===== config.mk =====
export PLATFORM = sky130hd
export DESIGN_NAME = owtb_ctrl
export DESIGN_NICKNAME = d
export VERILOG_FILES = /design/src/hdl/owtb_pkg.sv /design/src/hdl/owtb_ctrl.sv
export SDC_FILE = /design/constraint.sdc
export NUM_CORES = 1
export LEC_CHECK = 0
export BUFFER_PORTS_ARGS = -buffer_cell sky130_fd_sc_hd__buf_2
export CORE_MARGIN = 4
export CORE_UTILIZATION = 51
export DETAILED_ROUTE_END_ITERATION = 16
export GPL_TIMING_DRIVEN = 0
export PLACE_DENSITY_LB_ADDON = 0.05
export SLEW_MARGIN = 20
export SYNTH_ARGS = -nofsm -noshare
export SYNTH_HDL_FRONTEND = slang
export SYNTH_SLANG_ARGS = --single-unit

===== constraint.sdc =====
create_clock -name clock -period 2.07 [get_ports clock]
set_input_delay 0.3105 -clock clock [delete_from_list [all_inputs] [get_ports clock]]
set_output_delay 0.3105 -clock clock [all_outputs]
set_load 0.02 [all_outputs]

===== src/hdl/owtb_pkg.sv =====
`default_nettype none
// ----------------------------------------------------------------------------
// owtb_pkg
// Types, widths and constants shared by the odometry and target bearing block.
// ----------------------------------------------------------------------------
package owtb_pkg;

   localparam int POS_W   = 24;
   localparam int HEAD_W  = 22;
   localparam int BEAR_W  = 15;
   localparam int DIST_W  = 25;
   localparam int DELTA_W = 25;
   localparam int REQ_W   = 144;
   localparam int RSP_W   = 112;

   // cordic datapath widths
   localparam int CW     = 57;
   localparam int ZW     = 34;
   localparam int MA_W   = 32;
   localparam int MB_W   = 25;
   localparam int MP_W   = 57;
   localparam int STEP_W = 5;

   localparam int DIV_STEPS  = 23;
   localparam int SQRT_STEPS = 25;
   localparam int MAX_STEPS  = 24;
   localparam int VEC_SHIFT  = 30;
   localparam int SQ_W       = 50;
   localparam int ROOT_W     = 25;
   localparam int SREM_W     = 27;
   localparam int NUM_W      = 46;

   localparam logic MODE_SAMPLE = 1'b0;
   localparam logic MODE_SET    = 1'b1;

   // 92 turns of 1/128 degree, keeps the heading sum positive
   localparam logic signed [24:0] TURN_BIAS = 25'sd4239360;
   localparam logic [5:0] DIV_BY = 6'd45;
   localparam logic signed [CW-1:0] GAIN_Q30 = 57'sd652032874;
   localparam logic signed [ZW-1:0] QUARTER_BA = 34'sd1073741824;
   localparam logic signed [ZW-1:0] HALF_BA = 34'sd2147483648;
   localparam logic signed [MB_W-1:0] DEG64_SCALE = 25'sd23040;
   localparam logic signed [15:0] QUARTER_64 = 16'sd5760;
   localparam logic signed [15:0] HALF_64 = 16'sd11520;

   typedef enum logic [4:0] {
      ST_IDLE, ST_DIV, ST_RINIT, ST_ROT, ST_SC, ST_MULX, ST_MULY, ST_POS,
      ST_DXY, ST_VINIT, ST_VEC, ST_ATAN, ST_SQX, ST_SQY, ST_SQINIT, ST_SQRT,
      ST_DONE
   } owtb_state_type;

   typedef enum logic [2:0] {
      MUL_S, MUL_C, MUL_ATAN, MUL_SQX, MUL_SQY
   } owtb_mul_type;

   typedef struct packed {
      logic              load;
      logic              div_step;
      logic              rot_init;
      logic              vec_init;
      logic              cordic_step;
      logic              vec_mode;
      logic              sc_take;
      logic              mul_en;
      owtb_mul_type      mul_sel;
      logic              theta_take;
      logic              pos_take;
      logic              dxy_take;
      logic              sq_init;
      logic              sqrt_step;
      logic              finish;
      logic [STEP_W-1:0] step;
   } owtb_cmd_type;

   typedef struct packed {
      logic out_busy;
   } owtb_status_type;

   // atan(2^-i) with 2^32 per turn
   function automatic logic [31:0] atan_entry(input logic [STEP_W-1:0] i);
      logic [31:0] v;
      case (i)
         5'd0:  v = 32'h20000000;
         5'd1:  v = 32'h12E4051E;
         5'd2:  v = 32'h09FB385B;
         5'd3:  v = 32'h051111D4;
         5'd4:  v = 32'h028B0D43;
         5'd5:  v = 32'h0145D7E1;
         5'd6:  v = 32'h00A2F61E;
         5'd7:  v = 32'h00517C55;
         5'd8:  v = 32'h0028BE53;
         5'd9:  v = 32'h00145F2F;
         5'd10: v = 32'h000A2F98;
         5'd11: v = 32'h000517CC;
         5'd12: v = 32'h00028BE6;
         5'd13: v = 32'h000145F3;
         5'd14: v = 32'h0000A2F9;
         5'd15: v = 32'h0000517D;
         5'd16: v = 32'h000028BE;
         5'd17: v = 32'h0000145F;
         5'd18: v = 32'h00000A30;
         5'd19: v = 32'h00000518;
         5'd20: v = 32'h0000028C;
         5'd21: v = 32'h00000146;
         5'd22: v = 32'h000000A3;
         5'd23: v = 32'h00000051;
         default: v = 32'h00000000;
      endcase
      return v;
   endfunction

endpackage
`default_nettype wire


===== src/hdl/owtb_ctrl.sv =====
`default_nettype none
// ----------------------------------------------------------------------------
// owtb_ctrl
// Sequencer: walks one item through division, cordic, multiply and root steps.
// ----------------------------------------------------------------------------
module owtb_ctrl #(
   parameter int CORDIC_STEPS = 16
) (
   input  wire logic                      clock,
   input  wire logic                      reset,
   input  wire logic                      req_tvalid,
   input  wire logic                      req_mode,
   output logic                           req_tready,
   input  wire owtb_pkg::owtb_status_type status,
   output owtb_pkg::owtb_cmd_type         cmd
);
   import owtb_pkg::*;

   localparam int StepsEff = (CORDIC_STEPS > MAX_STEPS) ? MAX_STEPS : CORDIC_STEPS;
   localparam logic [STEP_W-1:0] CORDIC_LAST = STEP_W'(StepsEff - 1);
   localparam logic [STEP_W-1:0] DIV_LAST    = STEP_W'(DIV_STEPS - 1);
   localparam logic [STEP_W-1:0] SQRT_LAST   = STEP_W'(SQRT_STEPS - 1);

   owtb_state_type    state_ff, state_in;
   logic [STEP_W-1:0] cnt_ff, cnt_in;

   always_comb begin
      state_in = state_ff;
      case (state_ff)
         ST_IDLE: begin
            if (req_tvalid) begin
               state_in = (req_mode == MODE_SET) ? ST_DXY : ST_DIV;
            end
         end
         ST_DIV:    if (cnt_ff == DIV_LAST) state_in = ST_RINIT;
         ST_RINIT:  state_in = ST_ROT;
         ST_ROT:    if (cnt_ff == CORDIC_LAST) state_in = ST_SC;
         ST_SC:     state_in = ST_MULX;
         ST_MULX:   state_in = ST_MULY;
         ST_MULY:   state_in = ST_POS;
         ST_POS:    state_in = ST_DXY;
         ST_DXY:    state_in = ST_VINIT;
         ST_VINIT:  state_in = ST_VEC;
         ST_VEC:    if (cnt_ff == CORDIC_LAST) state_in = ST_ATAN;
         ST_ATAN:   state_in = ST_SQX;
         ST_SQX:    state_in = ST_SQY;
         ST_SQY:    state_in = ST_SQINIT;
         ST_SQINIT: state_in = ST_SQRT;
         ST_SQRT:   if (cnt_ff == SQRT_LAST) state_in = ST_DONE;
         ST_DONE:   if (!status.out_busy) state_in = ST_IDLE;
         default:   state_in = ST_IDLE;
      endcase
      cnt_in = (state_in != state_ff) ? '0 : cnt_ff + 1'b1;
   end

   always_comb begin
      cmd = '0;
      cmd.mul_sel = MUL_S;
      cmd.step = cnt_ff;
      req_tready = 1'b0;
      case (state_ff)
         ST_IDLE: begin
            req_tready = 1'b1;
            cmd.load = req_tvalid;
         end
         ST_DIV:   cmd.div_step = 1'b1;
         ST_RINIT: cmd.rot_init = 1'b1;
         ST_ROT:   cmd.cordic_step = 1'b1;
         ST_SC:    cmd.sc_take = 1'b1;
         ST_MULX: begin
            cmd.mul_en = 1'b1;
            cmd.mul_sel = MUL_S;
         end
         ST_MULY: begin
            cmd.mul_en = 1'b1;
            cmd.mul_sel = MUL_C;
         end
         ST_POS:   cmd.pos_take = 1'b1;
         ST_DXY:   cmd.dxy_take = 1'b1;
         ST_VINIT: cmd.vec_init = 1'b1;
         ST_VEC: begin
            cmd.cordic_step = 1'b1;
            cmd.vec_mode = 1'b1;
         end
         ST_ATAN: begin
            cmd.mul_en = 1'b1;
            cmd.mul_sel = MUL_ATAN;
         end
         ST_SQX: begin
            cmd.mul_en = 1'b1;
            cmd.mul_sel = MUL_SQX;
            cmd.theta_take = 1'b1;
         end
         ST_SQY: begin
            cmd.mul_en = 1'b1;
            cmd.mul_sel = MUL_SQY;
         end
         ST_SQINIT: cmd.sq_init = 1'b1;
         ST_SQRT:   cmd.sqrt_step = 1'b1;
         ST_DONE:   cmd.finish = !status.out_busy;
         default: begin
            cmd = '0;
         end
      endcase
   end

   always_ff @(posedge clock) begin
      if (reset) begin
         state_ff <= ST_IDLE;
         cnt_ff   <= '0;
      end else begin
         state_ff <= state_in;
         cnt_ff   <= cnt_in;
      end
   end

endmodule
`default_nettype wire


After elaboration in Yosys (flattened, before gate mapping)
Index checks and enable logic that the tools add are counted.

Register bits after elaboration: 10. Input port bits: 5. Output and inout port bits: 23.

$add $sub $neg: 1. Equal/unequal tests: 20. Mux-type cells: 24. Reductions and logical operators: 5.

Operators by type and width (count): case mux 5 bit (17 select lines) (1); equality test 5 x 4 -> 1 bit, second input constant (9); 2-to-1 mux 5 bit (7); equality test 5 x 3 -> 1 bit, second input constant (4); case mux 4 bit (5 select lines) (1); OR reduction 17 bit (1); equality test 5 bit, second input constant (3); 2-to-1 mux 1 bit (14); equality test 5 x 2 -> 1 bit, second input constant (2); adder 5 x 1 -> 5 bit, second input constant (1); equality test 5 x 1 -> 1 bit, second input constant (1); zero test 5 bit (1); != test 5 bit (1); 2-to-1 mux 4 bit (1); OR reduction 2 bit (2); zero test 1 bit (1).

Longest topological paths before layout
Word-level depth: 5. Mapped depth: 7. Gate-level depth less buffers: 7.

Worst setup path after synthesis
No wires, ideal clock.

Kind: register to register. Start: register cnt_ff[0]. End: register cnt_ff[2]. Library setup time: 126 ps. Arrival time: 1791 ps. Setup slack: 153 ps. Stages on the path, launching flop included: 8. Buffers on the path: 0. Clock period less this slack: 1917 ps. Cell sequence: dfxtp_1 -> ha_1 -> and3_1 -> ha_1 -> nor4bb_1 -> or4_1 -> o211ai_4 -> nor3_2.

Cells in the longest elaborated chain, start to end: 5.

Ends and longest elaborated chain: from (decl) (line owtb_ctrl.sv:25) `logic [STEP_W-1:0] cnt_ff, cnt_in;`; from (signal assigned) (line owtb_ctrl.sv:113) `cnt_ff <= cnt_in;`; equality test 5 bit, or another cell as far along (line owtb_ctrl.sv:49) `ST_SQRT: if (cnt_ff == SQRT_LAST) state_in = ST_DONE;`; 2-to-1 mux 5 bit (on tied branches); case mux 5 bit (17 select lines) (line owtb_ctrl.sv:29) `case (state_ff)`; != test 5 bit (line owtb_ctrl.sv:53) `cnt_in = (state_in != state_ff) ? '0 : cnt_ff + 1'b1;`; OR reduction 2 bit (no source line).

Parallel ways exist; a longest one is shown, timed or not. A chain may end at the register's enable or synchronous reset.

Final worst setup path
Start: register cnt_ff[0]. End: register cnt_ff[3].

Same word-level chain as after synthesis.

==> impl_metrics.ini <==
[status]
outcome = finished clean

[global_route]
grt_max_degree = 11
grt_pass1_wl_mm = 4.13
overflow = 0
grt_usage_pct = 20.2
use_met3_pct = 5.16
grt.busiest_layer = met2
grt_pass1_vias = 877
met2_usage_pct = 32.2
antenna_found_initial = 0
grtUsageMet1_pct = 26.8

[placed_design]
dp_hpwl_mm = 1.94
place_congestion = 0.902
portBuffers = 27
dp_cells = 177

[synth]
synthTopCellsByArea = dfxtp_1 (20%), nor2_1 (6.5%), nor3_1 (5.6%), ha_1 (5.1%), nor3_2 (5.1%)
synth_flop_cell = dfxtp_1
synth-seq-area-share_pct = 20.3
syn_area_um2 = 985
syn_avg_cell_area_um2 = 7.88
ys_ff_latch = 10
syn_nets = 134
synth_common_cells = nor2_1 (17), nor3_1 (11), dfxtp_1 (10)
yosysWarnings = 0
yosysMostFrequentCell = nor2_1
yosysTopAreaCell = dfxtp_1
synth_cell_types = 46
syn_inst = 125
synth_top_cell_area_share_pct = 20.3
synth_edf_count = 0
async_flop_share_pct = 0

[power]
swShare_pct = 48.6
pwr-share-clk_pct = 11.6
internal_power_uw = 771
switching_power_uw = 730
vdd_drop_max_mv = 0.831
power_mw = 1.50
p_leak_nw = 0.525
seq_power_share_pct = 19.9
combPwrFrac_pct = 68.6
p_per_area_nw_per_um2 = 1230

[sta]
hold_viol = 0
finalClockSkew_ps = 0.711
max_slew.worst_pin.slew_ps = 616
period_minus_slack_ps = 1940
rsz0062_at_grt = no
setup_viol = 0
fin_crit_sh_pct = 93.7
drv_slew = 0
setup-tns-final_ps = 0
slew_headroom_pct = 58.4
holdWs_ps = 300
fmax_mhz = 515

[cts]
cts_sinks = 10
post_cts_buffers = 0
cts_tree = built
htreeDepth = 1
cts.clk_slew.worst_paths_ps = 60
cts_buffer_depth = 2
cts_inserted_buffers = 3
clock_latency_ps = 260
cts_root_buf = clkbuf_4

[routing]
first_iter_violations = 24
route.vias.total = 1023
routedWlPerCell_um = 13.7
drt_wl_total_mm = 2.49
drcViolationCount = 0
postRouteAntennaNets = 0
first_pass_iters = 4
vias_per_cell = 5.65

[finish]
multi_input_area_um2 = 734
final_nets = 166
final_util_pct = 68.3
seqCellArea_um2 = 205
instances_no_fill = 181
antenna_cells = 0
syn_to_final_growth_pct = 23.6
fillers = 176
drive_gt1_share_pct = 36.5

[setup_path]
crit_fanout = 5
cp-start-kind = register
reg2reg_depth = 7
critPathCaptureType = register
crit_required_ps = 2220
critPathKind = reg -> reg
cp_data_arrival_time_ps = 2090

[floorplanning]
die_area_um2 = 2700
core_um2 = 1780
initial_core_util_pct = 55.2
rows = 15
fp.dieW_um = 51.9
pin_count = 28
die_y_um = 51.9

[worst_hold_path]
hold_path.class = in -> reg
worstHoldPathCells = 2

[flow_run]
max-cap-violations = 0
==> power by group through the flow <==
stage | Sequential [mW] | Combinational [mW] | Clock [mW]
3_3_place_gp | 0.294 | 0.989 | 0
6_report | 0.298 | 1.03 | 0.174
3_5_place_dp | 0.295 | 1.00 | 0
2_1_floorplan | 0.281 | 0.807 | 0
4_1_cts | 0.292 | 1.01 | 0.178
5_1_grt | 0.308 | 1.11 | 0.193
==> layout by cell type, fill, tap and decap left out, types with 2 or more instances in the layout <==
| cell type | instances |
|---|---|
| and2_1 | 5 |
| nor2_1 | 17 |
| xnor2_1 | 3 |
| o21ai_0 | 2 |
| dfxtp_1 | 6 |
| dfxtp_2 | 4 |
| a21oi_1 | 7 |
| inv_1 | 5 |
| nand3_1 | 2 |
| ha_1 | 3 |
| clkbuf_1 | 2 |
| and3_1 | 2 |
| buf_2 | 28 |
| clkbuf_2 | 2 |
| or2_2 | 2 |
| buf_4 | 3 |
| o21a_1 | 2 |
| mux2i_1 | 2 |
| nand2b_1 | 3 |
| nand2_1 | 6 |
| nor3_1 | 11 |
| nor3_2 | 5 |
| nor4bb_1 | 2 |
| clkbuf_4 | 3 |
==> routing by layer <==
layer	vias to the layer above	wire, um
met4	0	7
met3	2	135
met2	25	1160
met1	487	1180
li1	509	-
met5	-	0
==> sequential cells by signal, summed over array words and instances (netlist names) <==
name      flops
cnt_ff        5
state_ff      5
==> path summary, 6_finish.rpt <==
check | startpoint | to | slack, ps
worst max register to register | cnt_ff[0]$_SDFF_PP0_ | cnt_ff[3]$_SDFF_PP0_ | 130
worst min-delay path | reset | state_ff[1]$_SDFF_PP0_ | 300
worst min register to register | cnt_ff[0]$_SDFF_PP0_ | cnt_ff[0]$_SDFF_PP0_ | 450
worst max-delay path | cnt_ff[0]$_SDFF_PP0_ | cnt_ff[3]$_SDFF_PP0_ | 130
==> cell type report <==
class,count,area share (%)
buffer,9,4.62
clock buffer,4,2.98
inverter,5,1.54
multi-input combinational,101,60.3
sequential,10,16.9
tap,25,2.57
timing repair buffer,27,11.1
==> metrics by stage <==
stage | setup slack (ps) | instance area, um^2
global route | 17.9 | 1220
finish | 129 | 1220
detailed placement | -31.5 | 1150
global placement | -15.4 | 1150
CTS | 16.4 | 1190
floorplan | 153 | 985
==> cells by family (layout without fill, tap and decap cells) <==
family / after synthesis / count (layout) / synth area share [%]
AOI/OAI and AO/OA: 24 / 24 / 20.1
xor gates and xnor gates: 4 / 4 / 3.56
adders and majority gates: 4 / 4 / 5.08
buffers and inverters: 14 / 45 / 7.37
DFF: 10 / 10 / 20.3
muxes: 3 / 3 / 3.18
and+or+nand+nor: 66 / 66 / 40.4
==> worst max-delay path: stages, from the launching register on <==
cell,delay (ps)
dfxtp_2,370
ha_1,200
and3_1,210
ha_4,180
nor4bb_1,60
or4_1,540
o211ai_4,180
nor3_2,90
==> repair_timing <==
item	in CTS	in global routing
hold endpoints to repair	0	0
hold buffers	0	0
endpoints found under the setup margin	10	10
resized for setup	3	8
Note: power is estimated with default switching activity, not from simulation.
