$ cat src/hdl/owtb_pkg.sv
`default_nettype none
// ----------------------------------------------------------------------------
// owtb_pkg
// Types, widths and constants shared by the odometry and target bearing block.
// ----------------------------------------------------------------------------
package owtb_pkg;

   localparam int POS_W   = 24;
   localparam int HEAD_W  = 22;
   localparam int BEAR_W  = 15;
   localparam int DIST_W  = 25;
   localparam int DELTA_W = 25;
   localparam int REQ_W   = 144;
   localparam int RSP_W   = 112;

   // cordic datapath widths
   localparam int CW     = 57;
   localparam int ZW     = 34;
   localparam int MA_W   = 32;
   localparam int MB_W   = 25;
   localparam int MP_W   = 57;
   localparam int STEP_W = 5;

   localparam int DIV_STEPS  = 23;
   localparam int SQRT_STEPS = 25;
   localparam int MAX_STEPS  = 24;
   localparam int VEC_SHIFT  = 30;
   localparam int SQ_W       = 50;
   localparam int ROOT_W     = 25;
   localparam int SREM_W     = 27;
   localparam int NUM_W      = 46;

   localparam logic MODE_SAMPLE = 1'b0;
   localparam logic MODE_SET    = 1'b1;

   // 92 turns of 1/128 degree, keeps the heading sum positive
   localparam logic signed [24:0] TURN_BIAS = 25'sd4239360;
   localparam logic [5:0] DIV_BY = 6'd45;
   localparam logic signed [CW-1:0] GAIN_Q30 = 57'sd652032874;
   localparam logic signed [ZW-1:0] QUARTER_BA = 34'sd1073741824;
   localparam logic signed [ZW-1:0] HALF_BA = 34'sd2147483648;
   localparam logic signed [MB_W-1:0] DEG64_SCALE = 25'sd23040;
   localparam logic signed [15:0] QUARTER_64 = 16'sd5760;
   localparam logic signed [15:0] HALF_64 = 16'sd11520;

   typedef enum logic [4:0] {
      ST_IDLE, ST_DIV, ST_RINIT, ST_ROT, ST_SC, ST_MULX, ST_MULY, ST_POS,
      ST_DXY, ST_VINIT, ST_VEC, ST_ATAN, ST_SQX, ST_SQY, ST_SQINIT, ST_SQRT,
      ST_DONE
   } owtb_state_type;

   typedef enum logic [2:0] {
      MUL_S, MUL_C, MUL_ATAN, MUL_SQX, MUL_SQY
   } owtb_mul_type;

   typedef struct packed {
      logic              load;
      logic              div_step;
      logic              rot_init;
      logic              vec_init;
      logic              cordic_step;
      logic              vec_mode;
      logic              sc_take;
      logic              mul_en;
      owtb_mul_type      mul_sel;
      logic              theta_take;
      logic              pos_take;
      logic              dxy_take;
      logic              sq_init;
      logic              sqrt_step;
      logic              finish;
      logic [STEP_W-1:0] step;
   } owtb_cmd_type;

   typedef struct packed {
      logic out_busy;
   } owtb_status_type;

   // atan(2^-i) with 2^32 per turn
   function automatic logic [31:0] atan_entry(input logic [STEP_W-1:0] i);
      logic [31:0] v;
      case (i)
         5'd0:  v = 32'h20000000;
         5'd1:  v = 32'h12E4051E;
         5'd2:  v = 32'h09FB385B;
         5'd3:  v = 32'h051111D4;
         5'd4:  v = 32'h028B0D43;
         5'd5:  v = 32'h0145D7E1;
         5'd6:  v = 32'h00A2F61E;
         5'd7:  v = 32'h00517C55;
         5'd8:  v = 32'h0028BE53;
         5'd9:  v = 32'h00145F2F;
         5'd10: v = 32'h000A2F98;
         5'd11: v = 32'h000517CC;
         5'd12: v = 32'h00028BE6;
         5'd13: v = 32'h000145F3;
         5'd14: v = 32'h0000A2F9;
         5'd15: v = 32'h0000517D;
         5'd16: v = 32'h000028BE;
         5'd17: v = 32'h0000145F;
         5'd18: v = 32'h00000A30;
         5'd19: v = 32'h00000518;
         5'd20: v = 32'h0000028C;
         5'd21: v = 32'h00000146;
         5'd22: v = 32'h000000A3;
         5'd23: v = 32'h00000051;
         default: v = 32'h00000000;
      endcase
      return v;
   endfunction

endpackage
`default_nettype wire

$ cat src/hdl/owtb_cordic.sv
`default_nettype none
// ----------------------------------------------------------------------------
// owtb_cordic
// Shared iterative cordic, one micro-rotation per cycle, rotation or vectoring.
// ----------------------------------------------------------------------------
module owtb_cordic (
   input  wire logic                           clock,
   input  wire logic                           init,
   input  wire logic                           step,
   input  wire logic                           vec_mode,
   input  wire logic [owtb_pkg::STEP_W-1:0]    shift,
   input  wire logic signed [owtb_pkg::CW-1:0] init_x,
   input  wire logic signed [owtb_pkg::CW-1:0] init_y,
   input  wire logic signed [owtb_pkg::ZW-1:0] init_z,
   output logic signed [owtb_pkg::CW-1:0]      x,
   output logic signed [owtb_pkg::ZW-1:0]      z,
   output logic signed [owtb_pkg::CW-1:0]      y
);
   import owtb_pkg::*;

   logic signed [CW-1:0] x_ff, x_in, y_ff, y_in, xs, ys;
   logic signed [ZW-1:0] z_ff, z_in, at;
   logic                 plus;

   always_comb begin
      xs = x_ff >>> shift;
      ys = y_ff >>> shift;
      at = ZW'(atan_entry(shift));
      // rotation drives z to zero, vectoring drives y to zero
      plus = vec_mode ? y_ff[CW-1] : !z_ff[ZW-1];
      x_in = x_ff;
      y_in = y_ff;
      z_in = z_ff;
      if (init) begin
         x_in = init_x;
         y_in = init_y;
         z_in = init_z;
      end else if (step) begin
         if (plus) begin
            x_in = x_ff - ys;
            y_in = y_ff + xs;
            z_in = z_ff - at;
         end else begin
            x_in = x_ff + ys;
            y_in = y_ff - xs;
            z_in = z_ff + at;
         end
      end
   end

   always_ff @(posedge clock) begin
      x_ff <= x_in;
      y_ff <= y_in;
      z_ff <= z_in;
   end

   assign x = x_ff;
   assign y = y_ff;
   assign z = z_ff;

endmodule
`default_nettype wire

$ cat src/hdl/owtb_dp.sv
`default_nettype none
// ----------------------------------------------------------------------------
// owtb_dp
// Datapath: odometry state, angle divider, shared multiplier, cordic, square
// root and the result register.
// ----------------------------------------------------------------------------
module owtb_dp (
   input  wire logic                          clock,
   input  wire logic                          reset,
   input  wire logic [owtb_pkg::REQ_W-1:0]    req_tdata,
   input  wire logic                          req_mode,
   input  wire owtb_pkg::owtb_cmd_type        cmd,
   output owtb_pkg::owtb_status_type          status,
   output logic                               rsp_tvalid,
   input  wire logic                          rsp_tready,
   output logic [owtb_pkg::RSP_W-1:0]         rsp_tdata
);
   import owtb_pkg::*;

   logic signed [POS_W-1:0]  f_travel, f_set_x, f_set_y, f_tx, f_ty;
   logic signed [HEAD_W-1:0] f_heading;
   logic                     f_backward;

   logic signed [POS_W-1:0]  x_pos_ff, x_pos_in, y_pos_ff, y_pos_in;
   logic signed [POS_W-1:0]  last_travel_ff, last_travel_in;
   logic signed [HEAD_W-1:0] last_angle_ff, last_angle_in;
   logic signed [HEAD_W-1:0] latest_angle_ff, latest_angle_in;
   logic                     primed_ff, primed_in;

   logic signed [POS_W-1:0]   tx_ff, tx_in, ty_ff, ty_in;
   logic                      bw_ff, bw_in;
   logic signed [DELTA_W-1:0] delta_ff, delta_in;
   logic [NUM_W-1:0]          num_ff, num_in;
   logic [5:0]                drem_ff, drem_in;
   logic [31:0]               q_ff, q_in;
   logic                      neg_ff, neg_in;
   logic signed [MA_W-1:0]    s_ff, s_in, c_ff, c_in;
   logic signed [MP_W-1:0]    px_ff, px_in, py_ff, py_in;
   logic signed [24:0]        dx_ff, dx_in, dy_ff, dy_in;
   logic signed [24:0]        theta0_ff, theta0_in;
   logic [SQ_W-1:0]           sqv_ff, sqv_in;
   logic [ROOT_W-1:0]         root_ff, root_in;
   logic [SREM_W-1:0]         srem_ff, srem_in;
   logic                      rsp_valid_ff, rsp_valid_in;
   logic [RSP_W-1:0]          rsp_data_ff, rsp_data_in;

   logic signed [POS_W-1:0]  lt_eff;
   logic signed [HEAD_W-1:0] la_eff;
   logic signed [24:0]       asum;
   logic [7:0]               dt;
   logic [1:0]               qd;
   logic [7:0]               dr;
   logic signed [ZW-1:0]     zb, zfold;
   logic                     zneg;
   logic signed [CW-1:0]     ix, iy, cx, cy;
   logic signed [ZW-1:0]     iz, cz;
   logic signed [24:0]       absdy;
   logic signed [MA_W-1:0]   mul_a;
   logic signed [MB_W-1:0]   mul_b;
   logic signed [MP_W-1:0]   prod, rx, ry, ra;
   logic signed [27:0]       sumx, sumy;
   logic [28:0]              st, strial;
   logic signed [15:0]       th;
   logic [DIST_W-1:0]        dist_rnd;

   assign f_travel   = $signed(req_tdata[23:0]);
   assign f_heading  = $signed(req_tdata[45:24]);
   assign f_set_x    = $signed(req_tdata[69:46]);
   assign f_set_y    = $signed(req_tdata[93:70]);
   assign f_tx       = $signed(req_tdata[117:94]);
   assign f_ty       = $signed(req_tdata[141:118]);
   assign f_backward = req_tdata[142];

   // shared multiplier
   always_comb begin
      case (cmd.mul_sel)
         MUL_S: begin
            mul_a = s_ff;
            mul_b = delta_ff;
         end
         MUL_C: begin
            mul_a = c_ff;
            mul_b = delta_ff;
         end
         MUL_ATAN: begin
            mul_a = cz[MA_W-1:0];
            mul_b = DEG64_SCALE;
         end
         MUL_SQX: begin
            mul_a = MA_W'(dx_ff);
            mul_b = dx_ff;
         end
         MUL_SQY: begin
            mul_a = MA_W'(dy_ff);
            mul_b = dy_ff;
         end
         default: begin
            mul_a = '0;
            mul_b = '0;
         end
      endcase
   end
   assign prod = mul_a * mul_b;

   // cordic start vectors
   always_comb begin
      zb = ZW'($signed(q_ff));
      zfold = zb;
      zneg = 1'b0;
      if (zb > QUARTER_BA) begin
         zfold = zb - HALF_BA;
         zneg = 1'b1;
      end else if (zb < -QUARTER_BA) begin
         zfold = zb + HALF_BA;
         zneg = 1'b1;
      end
      absdy = dy_ff[24] ? -dy_ff : dy_ff;
      if (cmd.rot_init) begin
         ix = GAIN_Q30;
         iy = '0;
         iz = zfold;
      end else begin
         ix = CW'(absdy) <<< VEC_SHIFT;
         iy = CW'(dx_ff) <<< VEC_SHIFT;
         iz = '0;
      end
   end

   owtb_cordic u_cordic (
      .clock    (clock),
      .init     (cmd.rot_init | cmd.vec_init),
      .step     (cmd.cordic_step),
      .vec_mode (cmd.vec_mode),
      .shift    (cmd.step),
      .init_x   (ix),
      .init_y   (iy),
      .init_z   (iz),
      .x        (cx),
      .z        (cz),
      .y        (cy)
   );

   always_comb begin
      x_pos_in        = x_pos_ff;
      y_pos_in        = y_pos_ff;
      last_travel_in  = last_travel_ff;
      last_angle_in   = last_angle_ff;
      latest_angle_in = latest_angle_ff;
      primed_in       = primed_ff;
      tx_in     = tx_ff;
      ty_in     = ty_ff;
      bw_in     = bw_ff;
      delta_in  = delta_ff;
      num_in    = num_ff;
      drem_in   = drem_ff;
      q_in      = q_ff;
      neg_in    = neg_ff;
      s_in      = s_ff;
      c_in      = c_ff;
      px_in     = px_ff;
      py_in     = py_ff;
      dx_in     = dx_ff;
      dy_in     = dy_ff;
      theta0_in = theta0_ff;
      sqv_in    = sqv_ff;
      root_in   = root_ff;
      srem_in   = srem_ff;
      rsp_valid_in = rsp_valid_ff & ~rsp_tready;
      rsp_data_in  = rsp_data_ff;

      lt_eff = primed_ff ? last_travel_ff : f_travel;
      la_eff = primed_ff ? last_angle_ff : f_heading;
      asum = 25'(f_heading) + 25'(la_eff) + TURN_BIAS;

      if (cmd.load) begin
         tx_in = f_tx;
         ty_in = f_ty;
         bw_in = f_backward;
         if (req_mode == MODE_SAMPLE) begin
            delta_in = 25'(f_travel) - 25'(lt_eff);
            // heading sum * 2^22 / 45 gives the binary angle, full turns fall off the top
            num_in = {asum[23:0], 22'd22};
            drem_in = '0;
            last_travel_in = f_travel;
            last_angle_in = f_heading;
            latest_angle_in = f_heading;
            primed_in = 1'b1;
         end else begin
            x_pos_in = f_set_x;
            y_pos_in = f_set_y;
            primed_in = 1'b0;
         end
      end

      // radix-4 restoring division by 45
      dt = {drem_ff, num_ff[NUM_W-1 -: 2]};
      if (dt >= 8'd135) begin
         qd = 2'd3;
         dr = dt - 8'd135;
      end else if (dt >= 8'd90) begin
         qd = 2'd2;
         dr = dt - 8'd90;
      end else if (dt >= 8'(DIV_BY)) begin
         qd = 2'd1;
         dr = dt - 8'(DIV_BY);
      end else begin
         qd = 2'd0;
         dr = dt;
      end
      if (cmd.div_step) begin
         drem_in = dr[5:0];
         q_in = {q_ff[29:0], qd};
         num_in = num_ff << 2;
      end

      if (cmd.rot_init) begin
         neg_in = zneg;
      end
      if (cmd.sc_take) begin
         s_in = neg_ff ? MA_W'(-cy) : MA_W'(cy);
         c_in = neg_ff ? MA_W'(-cx) : MA_W'(cx);
      end

      if (cmd.mul_en) begin
         if (cmd.mul_sel == MUL_C || cmd.mul_sel == MUL_SQY) begin
            py_in = prod;
         end else begin
            px_in = prod;
         end
      end

      rx = px_ff + 57'sd536870912;
      ry = py_ff + 57'sd536870912;
      sumx = 28'(x_pos_ff) + 28'(rx >>> 30);
      sumy = 28'(y_pos_ff) + 28'(ry >>> 30);
      if (cmd.pos_take) begin
         x_pos_in = (sumx > 28'sd8388607) ? 24'sh7FFFFF :
                    (sumx < -28'sd8388608) ? 24'sh800000 : sumx[23:0];
         y_pos_in = (sumy > 28'sd8388607) ? 24'sh7FFFFF :
                    (sumy < -28'sd8388608) ? 24'sh800000 : sumy[23:0];
      end

      if (cmd.dxy_take) begin
         dx_in = 25'(tx_ff) - 25'(x_pos_ff);
         dy_in = 25'(ty_ff) - 25'(y_pos_ff);
      end

      ra = px_ff + 57'sd2147483648;
      if (cmd.theta_take) begin
         theta0_in = 25'(ra >>> 32);
      end

      // digit-by-digit square root, one result bit a cycle
      st = {srem_ff, sqv_ff[SQ_W-1 -: 2]};
      strial = {2'b00, root_ff, 2'b01};
      if (cmd.sq_init) begin
         sqv_in = px_ff[SQ_W-1:0] + py_ff[SQ_W-1:0];
         root_in = '0;
         srem_in = '0;
      end else if (cmd.sqrt_step) begin
         sqv_in = sqv_ff << 2;
         if (st >= strial) begin
            srem_in = SREM_W'(st - strial);
            root_in = {root_ff[ROOT_W-2:0], 1'b1};
         end else begin
            srem_in = SREM_W'(st);
            root_in = {root_ff[ROOT_W-2:0], 1'b0};
         end
      end

      // bearing fix-ups for a level target and for facing away
      if (dy_ff == 25'sd0) begin
         th = (dx_ff > 25'sd0) ? QUARTER_64 : (dx_ff < 25'sd0) ? -QUARTER_64 : 16'sd0;
      end else begin
         th = dy_ff[24] ? -16'(theta0_ff) : 16'(theta0_ff);
         if ((!bw_ff && dy_ff < 25'sd0) || (bw_ff && dy_ff > 25'sd0)) begin
            if ((dx_ff > 25'sd0 && dy_ff > 25'sd0) || (dx_ff < 25'sd0 && dy_ff < 25'sd0)) begin
               th = th - HALF_64;
            end else begin
               th = th + HALF_64;
            end
         end
      end
      dist_rnd = root_ff + DIST_W'(srem_ff > SREM_W'(root_ff));

      if (cmd.finish) begin
         rsp_valid_in = 1'b1;
         rsp_data_in = {2'b00, dist_rnd, th[BEAR_W-1:0], latest_angle_ff, y_pos_ff, x_pos_ff};
      end
   end

   always_ff @(posedge clock) begin
      if (reset) begin
         x_pos_ff        <= '0;
         y_pos_ff        <= '0;
         last_travel_ff  <= '0;
         last_angle_ff   <= '0;
         latest_angle_ff <= '0;
         primed_ff       <= 1'b0;
         rsp_valid_ff    <= 1'b0;
      end else begin
         x_pos_ff        <= x_pos_in;
         y_pos_ff        <= y_pos_in;
         last_travel_ff  <= last_travel_in;
         last_angle_ff   <= last_angle_in;
         latest_angle_ff <= latest_angle_in;
         primed_ff       <= primed_in;
         rsp_valid_ff    <= rsp_valid_in;
      end
   end

   always_ff @(posedge clock) begin
      tx_ff       <= tx_in;
      ty_ff       <= ty_in;
      bw_ff       <= bw_in;
      delta_ff    <= delta_in;
      num_ff      <= num_in;
      drem_ff     <= drem_in;
      q_ff        <= q_in;
      neg_ff      <= neg_in;
      s_ff        <= s_in;
      c_ff        <= c_in;
      px_ff       <= px_in;
      py_ff       <= py_in;
      dx_ff       <= dx_in;
      dy_ff       <= dy_in;
      theta0_ff   <= theta0_in;
      sqv_ff      <= sqv_in;
      root_ff     <= root_in;
      srem_ff     <= srem_in;
      rsp_data_ff <= rsp_data_in;
   end

   assign status.out_busy = rsp_valid_ff & ~rsp_tready;
   assign rsp_tvalid = rsp_valid_ff;
   assign rsp_tdata  = rsp_data_ff;

endmodule
`default_nettype wire

$ cat config.mk
export PLATFORM = sky130hd
export DESIGN_NAME = owtb_dp
export DESIGN_NICKNAME = d
export VERILOG_FILES = /design/src/hdl/owtb_pkg.sv /design/src/hdl/owtb_cordic.sv /design/src/hdl/owtb_dp.sv
export SDC_FILE = /design/constraint.sdc
export NUM_CORES = 2
export LEC_CHECK = 0
export BUFFER_PORTS_ARGS = -buffer_cell sky130_fd_sc_hd__buf_2
export CORE_AREA = 3 3 488 490
export CTS_CLUSTER_SIZE = 24
export DETAILED_ROUTE_END_ITERATION = 16
export DIE_AREA = 0 0 491 493
export GPL_ROUTABILITY_DRIVEN = 1
export SYNTH_ARGS = -nofsm -noshare
export SYNTH_HDL_FRONTEND = slang
export SYNTH_SLANG_ARGS = --single-unit
$ cat constraint.sdc
create_clock -name clock -period 30.1 [get_ports clock]
set_input_delay 4.515 -clock clock [delete_from_list [all_inputs] [get_ports clock]]
set_output_delay 4.515 -clock clock [all_outputs]
set_load 0.1 [all_outputs]
# ---- Word level (Yosys, flattened, before mapping)
# Memories as Yosys holds them, arrays and structs flattened.
# Cells that the tools add are included.
dict set report word_totals {
  regBits 857
  mem_bits_ro 960
  output_inout_bits 114
  mem_count 1
}
# name words width read_ports rd_ports_with_merged_regs wr line_no
set mem_list {}
lappend mem_list {{(name not given)} 32 30 1 0 0 owtb_pkg.sv:82} ;# case (i)
dict set report op_classes {
  add_sub_neg 30
  multipliers 1
  order_cmp 15
  n_eq_ne 5
  n_shift 2
  muxes 56
  bitwise_logic 5
  n_reduce_logical 23
}
# cell count
set op_table {}
lappend op_table {{57-bit two-way mux} 8}
lappend op_table {{24-bit two-way mux} 11}
lappend op_table {{34-bit two-way mux} 6}
lappend op_table {{32-bit case mux with 5 select lines} 1}
lappend op_table {{46-bit two-way mux} 3}
lappend op_table {{57-bit by 31-bit adder with 57-bit output, second input constant} 2}
lappend op_table {{57-bit adder} 2}
lappend op_table {{57-bit by 5-bit >>> shifter with 57-bit output} 2}
lappend op_table {{57-bit subtractor} 2}
lappend op_table {{50-bit two-way mux} 2}
lappend op_table {{25-bit case mux with 4 select lines} 1}
lappend op_table {{15-bit two-way mux} 6}
lappend op_table {{24-bit by 24-bit subtractor with 25-bit output} 3}
lappend op_table {{32-bit two-way mux} 2}
lappend op_table {{32-bit negation} 2}
lappend op_table {{32-bit by 25-bit multiplier with 57-bit output} 1}
lappend op_table {{24-bit by 27-bit adder with 28-bit output} 2}
lappend op_table {{28-bit by 24-bit > comparator with 1-bit output, second input constant} 2}
lappend op_table {{28-bit by 24-bit less-than comparator with 1-bit output, second input constant} 2}
lappend op_table {{50-bit adder} 1}
lappend op_table {{25-bit by 1-bit > comparator with 1-bit output, second input constant} 2}
lappend op_table {{25-bit by 1-bit less-than comparator with 1-bit output, second input constant} 2}
lappend op_table {{47-bit by 33-bit adder with 47-bit output, second input constant} 1}
lappend op_table {{6-bit two-way mux} 6}
lappend op_table {{other kinds (41)} 65}

# ---- Longest topological paths before layout
dict set report logic_depth {
  word_depth 6
  mapped_depth 37
  mapped_depth_nobuf 32
}

# ---- By module
# A second synthesis with hierarchy kept.
dict set report hier_totals {
  cells_unflattened 10406
  hier_area_um2 95604.2
}
# module instances cells_each area_each_um2 seq_area_each_um2
set modules_own_cells {}
lappend modules_own_cells {owtb_dp 1 7236 69626.8 19799.0}
lappend modules_own_cells {owtb_cordic 1 3170 25977.4 4444.3}

# ---- Least setup slack after synthesis
# No wires, ideal clock.
dict set report synth_timing {
  path_type {input to register}
  startpoint {in cmd[11] (netlist name)}
  endpoint {reg px_ff[56], data pin}
  setup_ns 0.265
  arrival_ns 12.912
  required_ns 29.835
  path_slack_ns 16.923
  stages 31
  cell_sequence {clkbuf_1 > clkbuf_1 > clkbuf_1 > mux2i_1 > nor2_1 > a21oi_1 > o21a_1 > clkbuf_1 > nor2_1 > fa_1 > fa_1 > inv_1 > fa_1 > fa_1 > inv_1 > fa_1 > fa_1 > inv_1 > fa_1 > inv_1 > ha_1 > nand3_1 > or2_2 > o21bai_1 > a31oi_1 > o31ai_1 > a31oi_1 > nor4b_1 > a41o_1 > a311oi_1 > o311a_1}
}
dict set report synth_between {
  elab_chain_len 4
  word_cells_on_any_way 9
}
# element line_no
set synth_lines {}
lappend synth_lines {{start: declaration} owtb_dp.sv:12} ;# input wire owtb_pkg::owtb_cmd_type cmd,
lappend synth_lines {{3-bit by 1-bit equality test with 1-bit output / 3-bit zero test (equally long branches)} owtb_dp.sv:76} ;# case (cmd.mul_sel)
lappend synth_lines {{2-bit OR reduction (no source line)} -}
lappend synth_lines {{25-bit case mux with 4 select lines} owtb_dp.sv:76}
lappend synth_lines {{32-bit by 25-bit multiplier with 57-bit output (*)} owtb_dp.sv:103} ;# assign prod = mul_a * mul_b;
lappend synth_lines {{via prod[56]} owtb_dp.sv:60} ;# logic signed [MP_W-1:0] prod, rx, ry, ra;
lappend synth_lines {{end signal: assignment} owtb_dp.sv:323} ;# px_ff <= px_in;
lappend synth_lines {{end: declaration} owtb_dp.sv:38} ;# logic signed [MP_W-1:0] px_ff, px_in, py_ff, py_in;
# The timed path passes the listed nets; every way through them passes the cells marked *.
# A chain may end at the register's enable or synchronous reset.

# ---- Worst setup path in the final report
dict set report layout_timing {
  startpoint {in cmd[11] (netlist name)}
  endpoint {reg py_ff[54], data pin}
}
dict set report layout_between {
  elab_chain_len 4
  word_cells_on_any_way 9
}
# element line_no
set layout_lines {}
lappend layout_lines {{3-bit by 1-bit equality test with 1-bit output / 3-bit zero test (equally long branches)} owtb_dp.sv:76}
lappend layout_lines {{2-bit OR reduction (no source line)} -}
lappend layout_lines {{25-bit case mux with 4 select lines} owtb_dp.sv:76}
lappend layout_lines {{32-bit by 25-bit multiplier with 57-bit output (*)} owtb_dp.sv:103}
lappend layout_lines {{via prod[54]} owtb_dp.sv:60}
lappend layout_lines {{end signal: assignment} owtb_dp.sv:324} ;# py_ff <= py_in;
lappend layout_lines {{end: declaration} owtb_dp.sv:38}
# Marks and branches as above.

==> results.txt <==
- Area Overhead vs Synth: 8.97%
- In the final routed layout, each cell accounts on average for 24.0 um.
- CTS Hold Bufs: 0
- For this run, the number of Yosys warnings is 0.
* Die Width: 491 um
- Met2 track demand over resource: 39.4%
- The synthesized design contains 857 register bits.
- Clock Skew: 0.0847 ns
- Ports placed on the boundary: 284
- Number of vias per cell: 5.78
* Number of levels the H-tree was split into: 3
- Setup repair after global routing left no endpoint under its margin.
- After global routing, the most crowded layer is met2.
- Of all nets on the critical path, the largest fanout is 43.
* Share of the cycle needed by the critical path after routing: 50.5%
- The count of endpoints failing hold in the final timing report was 0.
- Via Count: 76600
- Required time at the worst-slack endpoint: 30.59 ns
- Maximum operating frequency: 65.8 MHz
- Crit path launch type: input port
- Detailed-route wire length: 319 mm
* # Max-Cap Violations: 0
- Floorplan Core Area: 0.235 mm^2
- Critical path buffer and inverter count: 9
- Setup violations remaining at the end of the flow were counted as 0.
- At the worst endpoint, the arrival time is 15.70 ns.
- Met3 usage: 6.65%
* Final critical path time including I/O delays and setup: 15.21 ns
- Clock slew at reported path FFs: 0.06 ns
- The congestion estimate from routability-driven global placement came to 0.979.
* Residual overflow from global routing: 0
- Clock root cell: clkbuf_16
- In the synthesized netlist the dominant register cell turns out to be edfxtp_1.
* Result of the run: completed
- The HPWL after detailed placement is 250 mm.
- For the final routed database, the setup TNS stands at 0 ns.
- The first global-routing pass estimated 477 mm of wire.
- The tree built by TritonCTS fans out to 857 sinks.
* Initial core utilization: 39.8%
- Averaged over all synthesized cells, the footprint is 9.41 um^2.
- In the layout the commonest cells are inv_1 (1099), nand2_1 (1022), nor2_1 (979).
* Synth async-reset ratio: 0%
- Number of DRC violations after detailed-routing iteration 0: 7361
- Remaining antenna violation count after routing: 0
- Via count of the first global-routing pass: 75500
- Die footprint: 0.242 mm^2
* First-pass iteration count of the detailed router: 6
- Met1 GRT Util: 34.7%
- Buffers inserted during post-CTS setup optimization: 0
* Yosys cell types: 102
* Filler Cells Inserted: 22700
* Worst-Margin Slew: 1.35 ns
* Buffers added on ports: 280
- The worst hold path belongs to the class reg -> reg.
* Slew Limit Fails: 0
* Count of instances resized after the clock tree is built: 0
- The worst setup path is captured at a flip-flop.
- Clock tree from TritonCTS: yes
* Chip height: 493 um
- In this run the core area contains 178 standard-cell rows.
- The worst setup path is of the in -> reg kind.
* Net count of the finished layout: 11600
- Headroom to the max-slew limit came out at 8.75%.
- The library cell used most frequently in the layout, excluding fill and tap cells, is inv_1.
* All-Layer GR Usage: 25.7%
* Worst path most repeated cell: fa_1
* Number of buffers created by CTS: 103
* Cell with the biggest individual delay on the critical path: o21ai_4
* Synth Cell Area: 0.0934 mm^2
- For this run, the slowest stage of the critical path takes 1.11 ns.
- For this run, design rule violations remaining after detail routing come to 0.
- Layout cells sized above 1: 9.86%
- The number of antenna violations at the first check in global routing is 52.
- Kind of cell adding the most delay to the critical path: compound AO/OA/AOI/OAI gates
* Part of the Yosys area used for sequential elements: 26.0%
- Entering global routing, the biggest net connects 133 pins.
- Maximum number of buffers from clock root to sink: 3
- Clk Latency, worst-skew pair: 0.82 ns
* Synthesized instance count: 9927
- Counting flops with a built-in enable in the synthesized netlist gives 708.
## routing by layer
metal	vias to the layer above	wire, um
li1	34300	-
met1	38300	132000
met2	3274	140000
met3	650	31200
met4	44	14800
met5	-	309
## cell type report
class / count / area (um^2) / area share [%]
clock inverter: 63 / 906 / 0.890
clock buffer: 133 / 2750 / 2.70
timing repair buffer: 434 / 2600 / 2.56
sequential: 857 / 24200 / 23.8
tap: 3150 / 3940 / 3.87
antenna: 24 / 60.1 / 0.0590
multi-input combinational: 7486 / 63100 / 62.0
inverter: 1107 / 4160 / 4.09
## flip-flops by register name (all words and copies together) (netlist names), 25 cells and up
name and count:
root_ff 25, u_cordic.z 34, sqv_ff 50, q_ff 32, delta_ff 25, u_cordic.y 57, num_ff 45, c_ff 32
rsp_tdata 110, dx_ff 25, px_ff 57, srem_ff 27, s_ff 32, dy_ff 25, py_ff 57, u_cordic.x 57
## Yosys cell counts, types with 107 or more instances
library cell,count,area share (%)
edfxtp_1,708,23
ha_1,576,7.7
a21oi_1,561,3.0
xor2_1,224,2.1
inv_1,1101,4.4
nand3_1,151,0.81
o21a_1,109,0.88
mux2_2,162,2.0
dfxtp_1,149,3.2
clkbuf_1,350,1.4
fa_1,830,18
xnor2_1,471,4.4
nand2_1,1023,4.1
mux2i_1,236,2.5
nor2_1,980,3.9
mux4_2,148,3.6
a21o_1,214,1.7
o21ai_0,436,2.3
nor3_1,107,0.57
## cell families (layout without fill, tap and decap cells)
family                     Yosys count  count (layout)  share of synthesized area, %
other                                1              26                       0.00402
adders and majority gates         1406            1406                          25.5
DFF                                857             857                          26.0
and+or+nand+nor                   2809            2809                          13.4
xor gates and xnor gates           695             695                          6.52
muxes                              550             550                          8.17
AOI/OAI and AO/OA                 2024            2024                          13.8
buffers and inverters             1585            1737                          6.62
## stage by stage
stage	setup slack [ns]	cells	area (um^2)	hold WS, ns	utilization, %
after global routing	14.48	13200	102000	0.468	43.4
final	14.89	13300	102000	0.455	43.4
after global placement	14.52	13000	98000	0.435	41.8
after floorplan	16.92	9928	93400	0.424	-
after CTS	15.16	13200	102000	0.456	43.4
after detailed placement	14.46	13000	98000	0.439	41.8
## final timing paths
check                                         from            end  slack (ns)  depth (start not counted)
worst max-delay path                       cmd[11]      py_ff[54]       14.89                         30
worst min-delay path            latest_angle_ff[3]  rsp_tdata[51]        0.46                          0
worst max register to register            dx_ff[1]      py_ff[54]       19.62                         26
worst min register to register  latest_angle_ff[3]  rsp_tdata[51]        0.46                          0
Power is left out: the tool's default activity adds up to more than one toggle a clock period on the data nets, which glitch-free logic cannot reach.
